[src/button_press_duration_classifier_unit_assert.svh]
`ifndef BUTTON_PRESS_DURATION_CLASSIFIER_UNIT_ASSERT_SVH
`define BUTTON_PRESS_DURATION_CLASSIFIER_UNIT_ASSERT_SVH

// same-cycle implication, checked out of reset
`define BPDC_ASSERT_NOW(lbl, clk, rstn, ante, cons, msg) \
	lbl: assert property (@(posedge clk) disable iff (!rstn) (ante) |-> (cons)) \
		else $error(msg);

// next-cycle implication, checked out of reset
`define BPDC_ASSERT_NEXT(lbl, clk, rstn, ante, cons, msg) \
	lbl: assert property (@(posedge clk) disable iff (!rstn) (ante) |=> (cons)) \
		else $error(msg);

`endif

[src/bpdc_pkg.sv]
`timescale 1ns / 1ps
`default_nettype none

package bpdc_pkg;

	localparam int TIME_W   = 32;
	localparam int THRESH_W = 32;
	localparam int CFG_IDX_W = 2;

	// configuration register indexes
	localparam logic [CFG_IDX_W-1:0] REG_LONG  = 2'd0;
	localparam logic [CFG_IDX_W-1:0] REG_RESET = 2'd1;
	localparam logic [CFG_IDX_W-1:0] REG_MAX   = 2'd2;

	localparam logic [THRESH_W-1:0] LONG_RST  = 32'd1000;
	localparam logic [THRESH_W-1:0] RESET_RST = 32'd5000;
	localparam logic [THRESH_W-1:0] MAX_RST   = 32'd10000;

	// button phase codes
	localparam logic [1:0] PH_UNKNOWN  = 2'd0;
	localparam logic [1:0] PH_PRESSED  = 2'd1;
	localparam logic [1:0] PH_RELEASED = 2'd2;

	// press classification codes
	localparam logic [1:0] KIND_NONE  = 2'd0;
	localparam logic [1:0] KIND_SHORT = 2'd1;
	localparam logic [1:0] KIND_LONG  = 2'd2;
	localparam logic [1:0] KIND_RESET = 2'd3;

	typedef struct packed {
		logic [TIME_W-1:0] now_ms;
		logic              button_level;
		logic              clear_request;
	} sample_t;

	typedef struct packed {
		logic [1:0] press_kind;
		logic       kind_ready;
		logic [1:0] button_phase;
		logic       release_event;
	} result_t;

	typedef struct packed {
		logic [THRESH_W-1:0] long_ms;
		logic [THRESH_W-1:0] reset_ms;
		logic [THRESH_W-1:0] max_ms;
	} thresh_t;

	typedef struct packed {
		logic [1:0] phase;
		logic       pressed;
	} core_status_t;

endpackage

`default_nettype wire

[src/button_press_duration_classifier_unit.sv]
// Button press duration classifier.
// sample channel: valid/ready, one item per tick unless stalled, carrying the
// current millisecond time, debounced button level and consumer clear level.
// result channel: valid/ready, exactly one result item per sample item, in
// order, showing classification, ready flag, phase and a release marker.
// cfg port: cfg_we/cfg_index/cfg_data writes the long, reset and max
// thresholds; write only while no item is in flight.
// Pipeline: an accepted item sits in the sample register, and its result is
// loaded into the result register once that register is free or drained,
// at which point result_valid rises.
// Throughput: one item per cycle when not stalled; the limit is the single
// subtract and threshold compares that update the press state per item.
// Stall: when a waiting result sees result_ready low it is held; the sample
// register still takes one more item, then sample_ready drops.
// Reset: arst_n clears phase to unknown, kind to none, ready flag and clear
// edge tracking, and loads the thresholds 1000, 5000 and 10000 ms.
`timescale 1ns / 1ps
`default_nettype none

`include "button_press_duration_classifier_unit_assert.svh"

module button_press_duration_classifier_unit
	import bpdc_pkg::*;
(
	input  wire logic                 clk,
	input  wire logic                 arst_n,
	input  wire logic                 sample_valid,
	output logic                      sample_ready,
	input  wire sample_t              sample,
	output logic                      result_valid,
	input  wire logic                 result_ready,
	output result_t                   result,
	input  wire logic                 cfg_we,
	input  wire logic [CFG_IDX_W-1:0] cfg_index,
	input  wire logic [THRESH_W-1:0]  cfg_data
);

	logic         valid_s1;
	sample_t      sample_s1;
	logic         valid_s2;
	result_t      result_s2;
	logic         advance;
	logic         fire;
	thresh_t      thresh;
	result_t      core_result;
	core_status_t status;

	assign advance      = !valid_s2 || result_ready;
	assign fire         = valid_s1 && advance;
	assign sample_ready = !valid_s1 || advance;

	always_ff @(posedge clk or negedge arst_n) begin
		if (!arst_n) begin
			valid_s1 <= 1'b0;
		end else if (sample_ready) begin
			valid_s1 <= sample_valid;
		end
	end

	always_ff @(posedge clk) begin
		if (sample_ready && sample_valid) begin
			sample_s1 <= sample;
		end
	end

	always_ff @(posedge clk or negedge arst_n) begin
		if (!arst_n) begin
			valid_s2 <= 1'b0;
		end else if (advance) begin
			valid_s2 <= valid_s1;
		end
	end

	always_ff @(posedge clk) begin
		if (fire) begin
			result_s2 <= core_result;
		end
	end

	bpdc_cfg_regs u_cfg (
		.clk       (clk),
		.arst_n    (arst_n),
		.cfg_we    (cfg_we),
		.cfg_index (cfg_index),
		.cfg_data  (cfg_data),
		.thresh    (thresh)
	);

	bpdc_core u_core (
		.clk    (clk),
		.arst_n (arst_n),
		.fire   (fire),
		.sample (sample_s1),
		.thresh (thresh),
		.result (core_result),
		.status (status)
	);

	assign result_valid = valid_s2;
	assign result       = result_s2;

	`BPDC_ASSERT_NOW(a_release_consistent, clk, arst_n,
		result_valid && result.release_event,
		result.kind_ready && result.button_phase == PH_RELEASED && result.press_kind != KIND_NONE,
		"release item without ready classification")

	`BPDC_ASSERT_NEXT(a_release_follows, clk, arst_n,
		fire && status.pressed && !sample_s1.button_level,
		result_valid && result.release_event,
		"press end not reported as release")

	`BPDC_ASSERT_NOW(a_stall_only_when_full, clk, arst_n,
		!sample_ready,
		valid_s1 && valid_s2 && !result_ready,
		"sample side stalled with room in the pipeline")

endmodule

`default_nettype wire

[src/bpdc_cfg_regs.sv]
`timescale 1ns / 1ps
`default_nettype none

module bpdc_cfg_regs
	import bpdc_pkg::*;
(
	input  wire logic                 clk,
	input  wire logic                 arst_n,
	input  wire logic                 cfg_we,
	input  wire logic [CFG_IDX_W-1:0] cfg_index,
	input  wire logic [THRESH_W-1:0]  cfg_data,
	output thresh_t                   thresh
);

	thresh_t thresh_q;

	always_ff @(posedge clk or negedge arst_n) begin
		if (!arst_n) begin
			thresh_q.long_ms  <= LONG_RST;
			thresh_q.reset_ms <= RESET_RST;
			thresh_q.max_ms   <= MAX_RST;
		end else if (cfg_we) begin
			unique case (cfg_index)
				REG_LONG:  thresh_q.long_ms  <= cfg_data;
				REG_RESET: thresh_q.reset_ms <= cfg_data;
				REG_MAX:   thresh_q.max_ms   <= cfg_data;
				default: begin
					// unused index, write dropped
				end
			endcase
		end
	end

	assign thresh = thresh_q;

endmodule

`default_nettype wire

[src/bpdc_core.sv]
`timescale 1ns / 1ps
`default_nettype none

module bpdc_core
	import bpdc_pkg::*;
(
	input  wire logic clk,
	input  wire logic arst_n,
	input  wire logic fire,
	input  wire sample_t sample,
	input  wire thresh_t thresh,
	output result_t   result,
	output core_status_t status
);

	logic [1:0]        phase_q;
	logic [TIME_W-1:0] start_q;
	logic [1:0]        kind_q;
	logic              ready_q;
	logic              clear_seen_q;

	logic              is_pressed;
	logic              clr_edge;
	logic              ready_mid;
	logic              release_now;
	logic              press_now;
	logic [TIME_W-1:0] elapsed;
	logic [1:0]        kind_new;
	logic [1:0]        phase_d;
	logic [1:0]        kind_d;
	logic              ready_d;

	assign is_pressed  = (phase_q == PH_PRESSED);
	assign clr_edge    = sample.clear_request && !clear_seen_q;
	assign ready_mid   = clr_edge ? 1'b0 : ready_q;
	assign release_now = is_pressed && !sample.button_level;
	assign press_now   = !is_pressed && sample.button_level;
	assign elapsed     = sample.now_ms - start_q;

	// reset window wins over long, wrap of the time counter is modular
	always_comb begin
		priority if (elapsed >= thresh.reset_ms && elapsed < thresh.max_ms) begin
			kind_new = KIND_RESET;
		end else if (elapsed >= thresh.long_ms) begin
			kind_new = KIND_LONG;
		end else begin
			kind_new = KIND_SHORT;
		end
	end

	always_comb begin
		phase_d = phase_q;
		kind_d  = kind_q;
		ready_d = ready_mid;
		if (release_now) begin
			phase_d = PH_RELEASED;
			kind_d  = kind_new;
			ready_d = 1'b1;
		end else if (press_now) begin
			phase_d = PH_PRESSED;
		end
	end

	always_ff @(posedge clk or negedge arst_n) begin
		if (!arst_n) begin
			phase_q      <= PH_UNKNOWN;
			start_q      <= '0;
			kind_q       <= KIND_NONE;
			ready_q      <= 1'b0;
			clear_seen_q <= 1'b0;
		end else if (fire) begin
			phase_q      <= phase_d;
			kind_q       <= kind_d;
			ready_q      <= ready_d;
			clear_seen_q <= sample.clear_request;
			if (press_now) begin
				start_q <= sample.now_ms;
			end
		end
	end

	assign result.press_kind    = kind_d;
	assign result.kind_ready    = ready_d;
	assign result.button_phase  = phase_d;
	assign result.release_event = release_now;

	assign status.phase   = phase_q;
	assign status.pressed = is_pressed;

endmodule

`default_nettype wire
[config.mk]
export PLATFORM = sky130hd
export DESIGN_NAME = button_press_duration_classifier_unit
export DESIGN_NICKNAME = d
export VERILOG_FILES = /design/src/bpdc_pkg.sv /design/src/button_press_duration_classifier_unit.sv /design/src/bpdc_cfg_regs.sv /design/src/bpdc_core.sv
export VERILOG_INCLUDE_DIRS = /design/src /design/src/src
export SDC_FILE = /design/constraint.sdc
export NUM_CORES = 1
export LEC_CHECK = 0
export ABC_AREA = 1
export BUFFER_PORTS_ARGS = -buffer_cell sky130_fd_sc_hd__buf_4
export CAP_MARGIN = 15
export CORE_MARGIN = 1
export CORE_UTILIZATION = 51
export CTS_CLUSTER_SIZE = 20
export DETAILED_ROUTE_END_ITERATION = 12
export PLACE_DENSITY = 0.72
export SLEW_MARGIN = 10
export SYNTH_ARGS = -nofsm -noshare
export SYNTH_HDL_FRONTEND = slang
export SYNTH_SLANG_ARGS = --single-unit
[constraint.sdc]
create_clock -name clk -period 9.3 [get_ports clk]
set_input_delay 0.93 -clock clk [delete_from_list [all_inputs] [get_ports clk]]
set_output_delay 0.93 -clock clk [all_outputs]
set_load 0.03 [all_outputs]
==> Yosys cells after proc, flatten, opt, wreduce, memory -nomap -nowiden <==
Cells that the tools add are included.
Widths: inputs -> output; s select.
{ "totals": {"ff_bits": 176, "input_bits": 73, "output_inout_bits": 8, "word_cells": 49} }
{ "op_classes": {"add_sub_neg": 1, "magnitude_cmp": 3, "eq_ne": 3, "n_mux": 7, "n_reduce_logical": 18} }
{ "op_table": {"columns": ["cell", "n"], "rows": [
  ["$ge 32x32->1", 2],
  ["$lt 32x32->1", 1],
  ["$sub 32x32->32", 1],
  ["$mux 2", 5],
  ["$reduce_and 2->1", 4],
  ["$logic_and 1x1->1", 6],
  ["$logic_not 1->1", 5],
  ["$eq 2x1->1 const B", 2],
  ["$eq 2x2->1 const B", 1],
  ["$logic_not 2->1", 1],
  ["$logic_or 1x1->1", 2],
  ["$mux 1", 2]
]} }

==> Longest topological paths before layout <==
Gate-level depths: netlist (run 1).
{ "logic_depth": {"word_depth": 5, "ltp_mapped": 25, "mapped_depth_nobuf": 25} }

==> Cells and area by module <==
A second synthesis (run 1) with hierarchy kept.
{ "unflattened": {"cells_unflattened": 1363, "area_unflattened_um2": 11209.5} }
{ "by_module_without_submodules": {"columns": ["module", "n_inst", "cells_each", "area_each_um2", "seq_area_each_um2"], "rows": [
  ["bpdc_core", 1, 884, 5890.6, 950.9],
  ["bpdc_cfg_regs", 1, 427, 4022.6, 2422.3],
  ["button_press_duration_classifier_unit", 1, 52, 1296.2, 1251.2]
]} }

==> Least setup slack after synthesis (run 1) <==
No wires, ideal clock.
{ "synth_timing": {"path_kind": "flip-flop to flip-flop", "start": "register sample_s1[2] (netlist name)", "end": "register result_s2 (netlist bit result[4]) (data pin)", "setup_ns": 0.255, "arrival_time_ns": 2.988, "required_ns": 9.045, "setup_slack_ns": 6.057, "stages_incl_launch_ff": 24, "n_path_buf": 0, "period_less_slack_ns": 3.243, "path_cell_list": "edfxtp_1 > inv_1 > ha_1 > inv_1 > fa_1 > nand3_1 > nand2_2 > a21boi_4 > inv_2 > a21oi_2 > inv_2 > nand4_1 > nand2_1 > nand2_1 > nand2_1 > ha_1 > nand2_1 > nor2_1 > nand2_1 > nor4b_1 > nand2_1 > nand3_1 > nand3_1 > and2_1"} }
{ "synth_lines": {"columns": ["item", "line_no", "source"], "rows": [
  ["from (decl)", "button_press_duration_classifier_unit.sv:39", "sample_t sample_s1;"],
  ["from (signal assigned)", "button_press_duration_classifier_unit.sv:62", "sample_s1 <= sample;"],
  ["to (signal assigned)", "button_press_duration_classifier_unit.sv:76", "result_s2 <= core_result;"],
  ["to (decl)", "button_press_duration_classifier_unit.sv:41", "result_t result_s2;"]
]} }

==> results of run 1 <==
==> stage by stage <==
stage                     area, sq um  hold slack [ns]  std cells  setup slack, ns  utilization, %
after CTS                       12100            0.480       1632             5.49            59.4
final                           12100            0.479       1634             5.46            59.6
after global placement          11500            0.455       1600             5.53            56.5
after detailed placement        11500            0.463       1600             5.54            56.5
after floorplan                 10600            0.442       1270             6.06               -
after global routing            12100            0.511       1634             5.06            59.6
==> state kept, by name, indices dropped and copies added, names as in the netlist, 2 cells and up <==
register	count
u_core.kind_q	2
u_core.phase_q	2
sample_s1	34
u_cfg.thresh	96
u_core.start_q	32
result	6
==> logic make-up after synthesis <==
| logic type | after synthesis |
|---|---|
| simple gates | 424 |
| compound gates | 264 |
| mux | 1 |
| buf+inv | 248 |
| xor+xnor | 30 |
| flops | 176 |
| fa+ha+maj | 127 |
==> power by group <==
group | internal, uW | total (uW) | switching, uW
combinational | 961 | 2530 | 1570
clock | 402 | 715 | 313
sequential | 973 | 1050 | 72.9
==> synthesized netlist by cell type, types with 16 or more instances <==
library cell,n,area (sq um)
dfstp_2,16,420
dfrtp_1,120,3000
xor2_1,16,140
inv_1,219,822
edfxtp_1,40,1200
o21ai_0,128,641
nor2_1,103,387
nand2_1,265,995
ha_1,126,1580
clkbuf_1,25,93.8
a21oi_1,101,505
nand3_1,22,110
==> final timing paths <==
check | slack [ns] | end | cells after the start
worst max-delay path | 5.46 | result[4]$_DFFE_PP_ | 19
worst min register to register | 0.48 | u_core.kind_q[1]$_DFFE_PN0P_ | 2
worst min-delay path | 0.48 | u_core.kind_q[1]$_DFFE_PN0P_ | 2
worst max register to register | 5.46 | result[4]$_DFFE_PP_ | 19
max in group asynchronous | 7.25 | u_core.kind_q[0]$_DFFE_PN0P_ | 2
min in group asynchronous | 0.55 | u_cfg.thresh[3]$_DFFE_PN0P_ | 1
==> routing by layer <==
layer  global-route usage (%)  vias to the layer above  wire [um]
met2                     41.3                      165      11800
met5                        0                        -          0
met4                     6.67                        0        392
li1                         -                     4256          -
met3                     4.11                       26        926
met1                     29.6                     3862      10500
==> cell type report <==
type | count | area share (%)
multi-input combinational | 846 | 41.7
sequential | 176 | 38.2
inverter | 223 | 6.92
timing repair buffer | 87 | 5.61
clock buffer | 18 | 3.63
tap | 270 | 2.79
clock inverter | 14 | 1.15
==> tightest hold or removal path, stage by stage, from the launching register on <==
cell and delay, ns:
dfrtp_1 0.34, nand2_1 0.05, nand2_1 0.06
==> metrics.csv, run 1 <==
stage;metric;value;unit
run_status;status;finished clean;
global_routing;grt_pass1_vias;8206;
setup_path;cpPeakStageDelay;0.43;ns
setup_path;crit_path_max_fanout;5;
synth;synthArstFlopShare;77.3;%
sta;period_share;41.3;%
die;fp.coreArea;20300;sq um
die;fp.dieH;146;um
cts;clk-insertion-delay-late;0.44;ns
sta;setup-violations-final;0;
layout;mostFrequentLayoutCell;nand2_1;
layout;ff_latch_area;4620;sq um
cts;post_cts_resized;0;
die;row_count;52;
hold_path;hold_class;flop to flop;
cts;post-cts-setup-buffers;0;
place;place_hpwl;17.5;mm
layout;drive_gt1_share;12.2;%
cts;cts.clk_slew.worst_paths;0.07;ns
global_routing;grt_max_degree;83;
setup_path;worstSetupPathType;flop to flop;
layout;multi_input_area;5040;sq um
synth;syn_inst;1270;
routing;dr_total_vias;8309;
power_and_ir_drop;power.leakage;0.00619;uW
layout;nets;1551;
sta;fin_setup_tns;0;ns
cts;cts_hold_buf;0;
setup_path;critical_path.startpoint_type;flop;
layout;final_cell_mix;263 x nand2_1, 219 x inv_1, 128 x o21ai_0, 126 x ha_1, 120 x dfrtp_1;
sta;max_slew.worst_pin.slew;1.03;ns
cts;cts_tree;done;
layout;antenna_cells;0;
cts;htree_num_levels;4;
setup_path;worstPathRequired;9.49;ns
die;pin_count;81;
global_routing;grt_usage;23.5;%
place;gp_congestion;0.913;
routing;drcViolationCount;0;
setup_path;crit_buf_inv;2;
synth;syn_area_per_cell;8.33;sq um
power_and_ir_drop;ir_drop;0.179;mV
sta;relSlewSlack;31.6;%
cts;cts_num_sinks;176;
synth;muxShareOfSynthArea;0.106;%
synth;syn_nets;1470;
setup_path;regToRegStartpoint;sample_s1[2]$_DFFE_PP_;
place;portBuffers;80;
sta;finalCriticalPeriod;3.84;ns
setup_path;worstPathCellList;inv_1, ha_1, inv_1, fa_1, nand3_1, nand2_2, nand4_1, nand3_1, a21oi_1, xor2_1, ha_1, nand2_1, nor2_1, nand2_1, nor2_1, nand4_1, nand3_1, nand3_1, and2_1;
global_routing;antenna_found_initial;0;
synth;synth_seq_cells;176;
setup_path;cp_slowest_cell;xor2_1;
power_and_ir_drop;powerDensity;355;nW/um^2
routing;first_pass_iters;5;
routing;wl_per_cell;14.5;um
setup_path;path_delay_family;simple AND/OR/NAND/NOR gates;
synth;synth_warnings;0;
synth;synth-compound-area-share;13.6;%
sta;fin_skew;0.00848;ns
cts;cts.path.max_buffers;2;
die;die-width;146;um
sta;drv_slew;0;
routing;wl;23.7;mm
synth;synth_fa_ha_area_share;15.1;%
cts;clockRootBuffer;clkbuf_16;
synth;synth_top_family_by_area;simple AND/OR/NAND/NOR gates;
synth;synth_edf_count;40;
setup_path;worst-endpoint-arrival;4.03;ns
synth;synth_xor_area_share;2.48;%
routing;drt-initial-drc-count;448;
synth;synth_top_flop_cell;dfrtp_1;
setup_path;critPathLaunch;sample_s1[2]$_DFFE_PP_;
layout;area_growth;14.4;%
setup_path;worst_path_most_repeated_cell;nand3_1;
synth;synth_simple_gate_area_share;16.2;%
routing;ant_nets;0;
global_routing;grt_pass1_wl;39.6;mm
setup_path;endpoint_kind;flop;
die;die_area;21300;sq um
sta;max_freq;0.260;GHz
global_routing;gr-total-overflow;0;
layout;fillCellCount;1870;
synth;netlist_area;10600;sq um
routing;viasPerCell;5.09;
sta;finalHoldViolations;0;
synth;synth.distinct_cells;38;
job;maxCapViolCount;0;
sta;rsz0062_at_grt;false;
die;start_util;52.1;%
cts;cts_inserted_buffers;17;
hold_path;min_from;u_core.kind_q[1]$_DFFE_PN0P_;
power_and_ir_drop;power;4290;uW
synth;synth-seq-area-share;43.7;%
No activity file was read; power rests on OpenSTA's default activity.
==> inputs of run 2 (changes only) <==
- clock period: 9.3 -> 3.8 ns (I/O delays scaled with it)
==> metrics.csv, run 2 (synthesis results as in run 1) <==
stage;metric;value;unit
routing;drcViolationCount;0;
setup_path;path_delay_family;simple AND/OR/NAND/NOR gates;
routing;viasPerCell;5.11;
layout;nets;1556;
cts;htree_num_levels;4;
place;gp_congestion;0.928;
setup_path;worst_path_most_repeated_cell;nand2_1;
setup_path;worstPathRequired;3.99;ns
die;start_util;52.1;%
sta;setup-violations-final;0;
die;pin_count;81;
setup_path;crit_buf_inv;1;
routing;drt-initial-drc-count;593;
global_routing;antenna_found_initial;0;
die;fp.dieH;146;um
setup_path;critical_path.startpoint_type;flop;
cts;cts_num_sinks;176;
cts;cts_inserted_buffers;17;
setup_path;endpoint_kind;flop;
global_routing;grt_max_degree;70;
global_routing;grt_usage;23.4;%
cts;cts.clk_slew.worst_paths;0.07;ns
sta;finalHoldViolations;0;
setup_path;cp_slowest_cell;edfxtp_1;
cts;cts_tree;done;
power_and_ir_drop;ir_drop;0.453;mV
setup_path;crit_path_max_fanout;4;
routing;dr_total_vias;8374;
sta;max_freq;0.277;GHz
layout;mostFrequentLayoutCell;nand2_1;
setup_path;cpPeakStageDelay;0.41;ns
power_and_ir_drop;powerDensity;891;nW/um^2
sta;fin_skew;0.0103;ns
place;portBuffers;80;
run_status;status;finished clean;
hold_path;hold_class;primary input to asynchronous set/reset pin;
cts;cts_hold_buf;0;
power_and_ir_drop;power.leakage;0.00629;uW
setup_path;worstPathCellList;ha_1, a21o_1, nand2_2, nand2_2, a21oi_4, inv_2, nand3_1, nand2_1, nand2_1, nand2_1, xor2_2, ha_1, a21oi_1, o21ai_0, nand2_1, nand2_1, a21oi_1, nand2_1, nor2_1, nand3_1, and2_1;
layout;final_core_util;61.1;%
routing;ant_nets;0;
sta;relSlewSlack;32.5;%
routing;wl;24.0;mm
routing;wl_per_cell;14.6;um
global_routing;grt_pass1_vias;8228;
layout;area_growth;17.2;%
sta;fin_setup_tns;0;ns
die;row_count;52;
cts;clk-insertion-delay-late;0.43;ns
cts;cts.path.max_buffers;2;
die;die_area;21300;sq um
global_routing;grt_pass1_wl;39.8;mm
sta;drv_slew;0;
die;die-width;146;um
global_routing;gr-total-overflow;0;
layout;final_cell_mix;262 x nand2_1, 219 x inv_1, 127 x o21ai_0, 123 x ha_1, 120 x dfrtp_1;
die;fp.coreArea;20300;sq um
cts;clockRootBuffer;clkbuf_16;
layout;drive_gt1_share;14.8;%
sta;period_share;95.0;%
job;maxCapViolCount;0;
routing;first_pass_iters;5;
layout;largest_register_ffs;96;
sta;finalCriticalPeriod;3.61;ns
layout;fillCellCount;1808;
setup_path;worst-endpoint-arrival;3.80;ns
layout;antenna_cells;0;
sta;max_slew.worst_pin.slew;1.00;ns
place;place_hpwl;17.7;mm
setup_path;worstSetupPathType;flop to flop;
run 2: changes by cell type in the layout (fill, tap and decap cells not counted), moves of 4 or more:
cell / before / now
a21oi_1: 101 / 95
xor2_1: 16 / 10
xor2_2: 0 / 6
nor2_1: 103 / 98
nor2_2: 3 / 8
a21oi_2: 8 / 12
buf_4: 85 / 89
bufinv_16: 2 / 6
run 2: worst paths after layout:
path	slack, ns	from	depth (start not counted)	endpoint
min reg2reg	0.48	u_cfg.thresh[24]$_DFFE_PN0P_	2	u_cfg.thresh[24]$_DFFE_PN0P_
min in group clk	0.12	sample[9]	1	sample_s1[9]$_DFFE_PP_
max reg2reg	0.19	sample_s1[6]$_DFFE_PP_	21	result[5]$_DFFE_PP_
max in group asynchronous	2.82	arst_n	2	u_cfg.thresh[44]$_DFFE_PN1P_
min	0.1	arst_n	1	u_cfg.thresh[2]$_DFFE_PN0P_
max	0.19	sample_s1[6]$_DFFE_PP_	21	result[5]$_DFFE_PP_
run 2: timing repair:
| item | CTS | global route |
|---|---|---|
| resized for setup | 0 | 33 |
| hold endpoints to repair | 0 | 0 |
| setup buffers | 0 | 4 |
| setup endpoints to repair | 0 | 4 |
run 2: layout make-up:
cell class / count / area [sq um] / share of cell area (%)
clock buffer: 17 / 425 / 3.43
clock inverter: 15 / 253 / 2.04
inverter: 223 / 837 / 6.75
multi-input combinational: 846 / 5190 / 41.9
sequential: 176 / 4620 / 37.3
tap: 270 / 338 / 2.73
timing repair buffer: 92 / 728 / 5.88
run 2: per-stage QoR:
step	power [uW]	setup slack (ns)	hold WS (ns)	area, sq um	instances
final	11000	0.189	0.0962	12400	1639
after global routing	12100	-0.0163	0.106	12400	1639
after CTS	10900	0.110	0.111	12200	1633
after detailed placement	8730	0.125	0.473	11500	1601
after global placement	8580	0.118	0.458	11500	1601
after floorplan	7120	0.557	0.0844	10600	1270
run 2: report_power, final:
group / leakage (uW) / switching (uW) / internal (uW) / total, uW
logic: 0.00397 / 3930 / 2510 / 6440
clock network: 0.000326 / 788 / 1250 / 2030
registers: 0.00200 / 184 / 2380 / 2570
run 2: per-layer routing:
layer  wire (um)  share of wire, %  global-route usage, %  vias up
li1            -                 -                      -     4269
met1       10500                44                   29.5     3886
met2       11800                49                   40.3      186
met3        1020               4.3                   4.45       33
met4         612               2.6                   8.13        0
met5           0                 0                      0        -
run 2: worst register-to-register path, cell delays in order (launching register included):
cell,delay (ns)
edfxtp_1,0.41
ha_1,0.37
a21o_1,0.24
nand2_2,0.07
nand2_2,0.06
a21oi_4,0.19
inv_2,0.09
nand3_1,0.09
nand2_1,0.09
nand2_1,0.08
nand2_1,0.09
xor2_2,0.21
ha_1,0.29
a21oi_1,0.19
o21ai_0,0.13
nand2_1,0.08
nand2_1,0.04
a21oi_1,0.18
nand2_1,0.08
nor2_1,0.09
nand3_1,0.10
and2_1,0.20
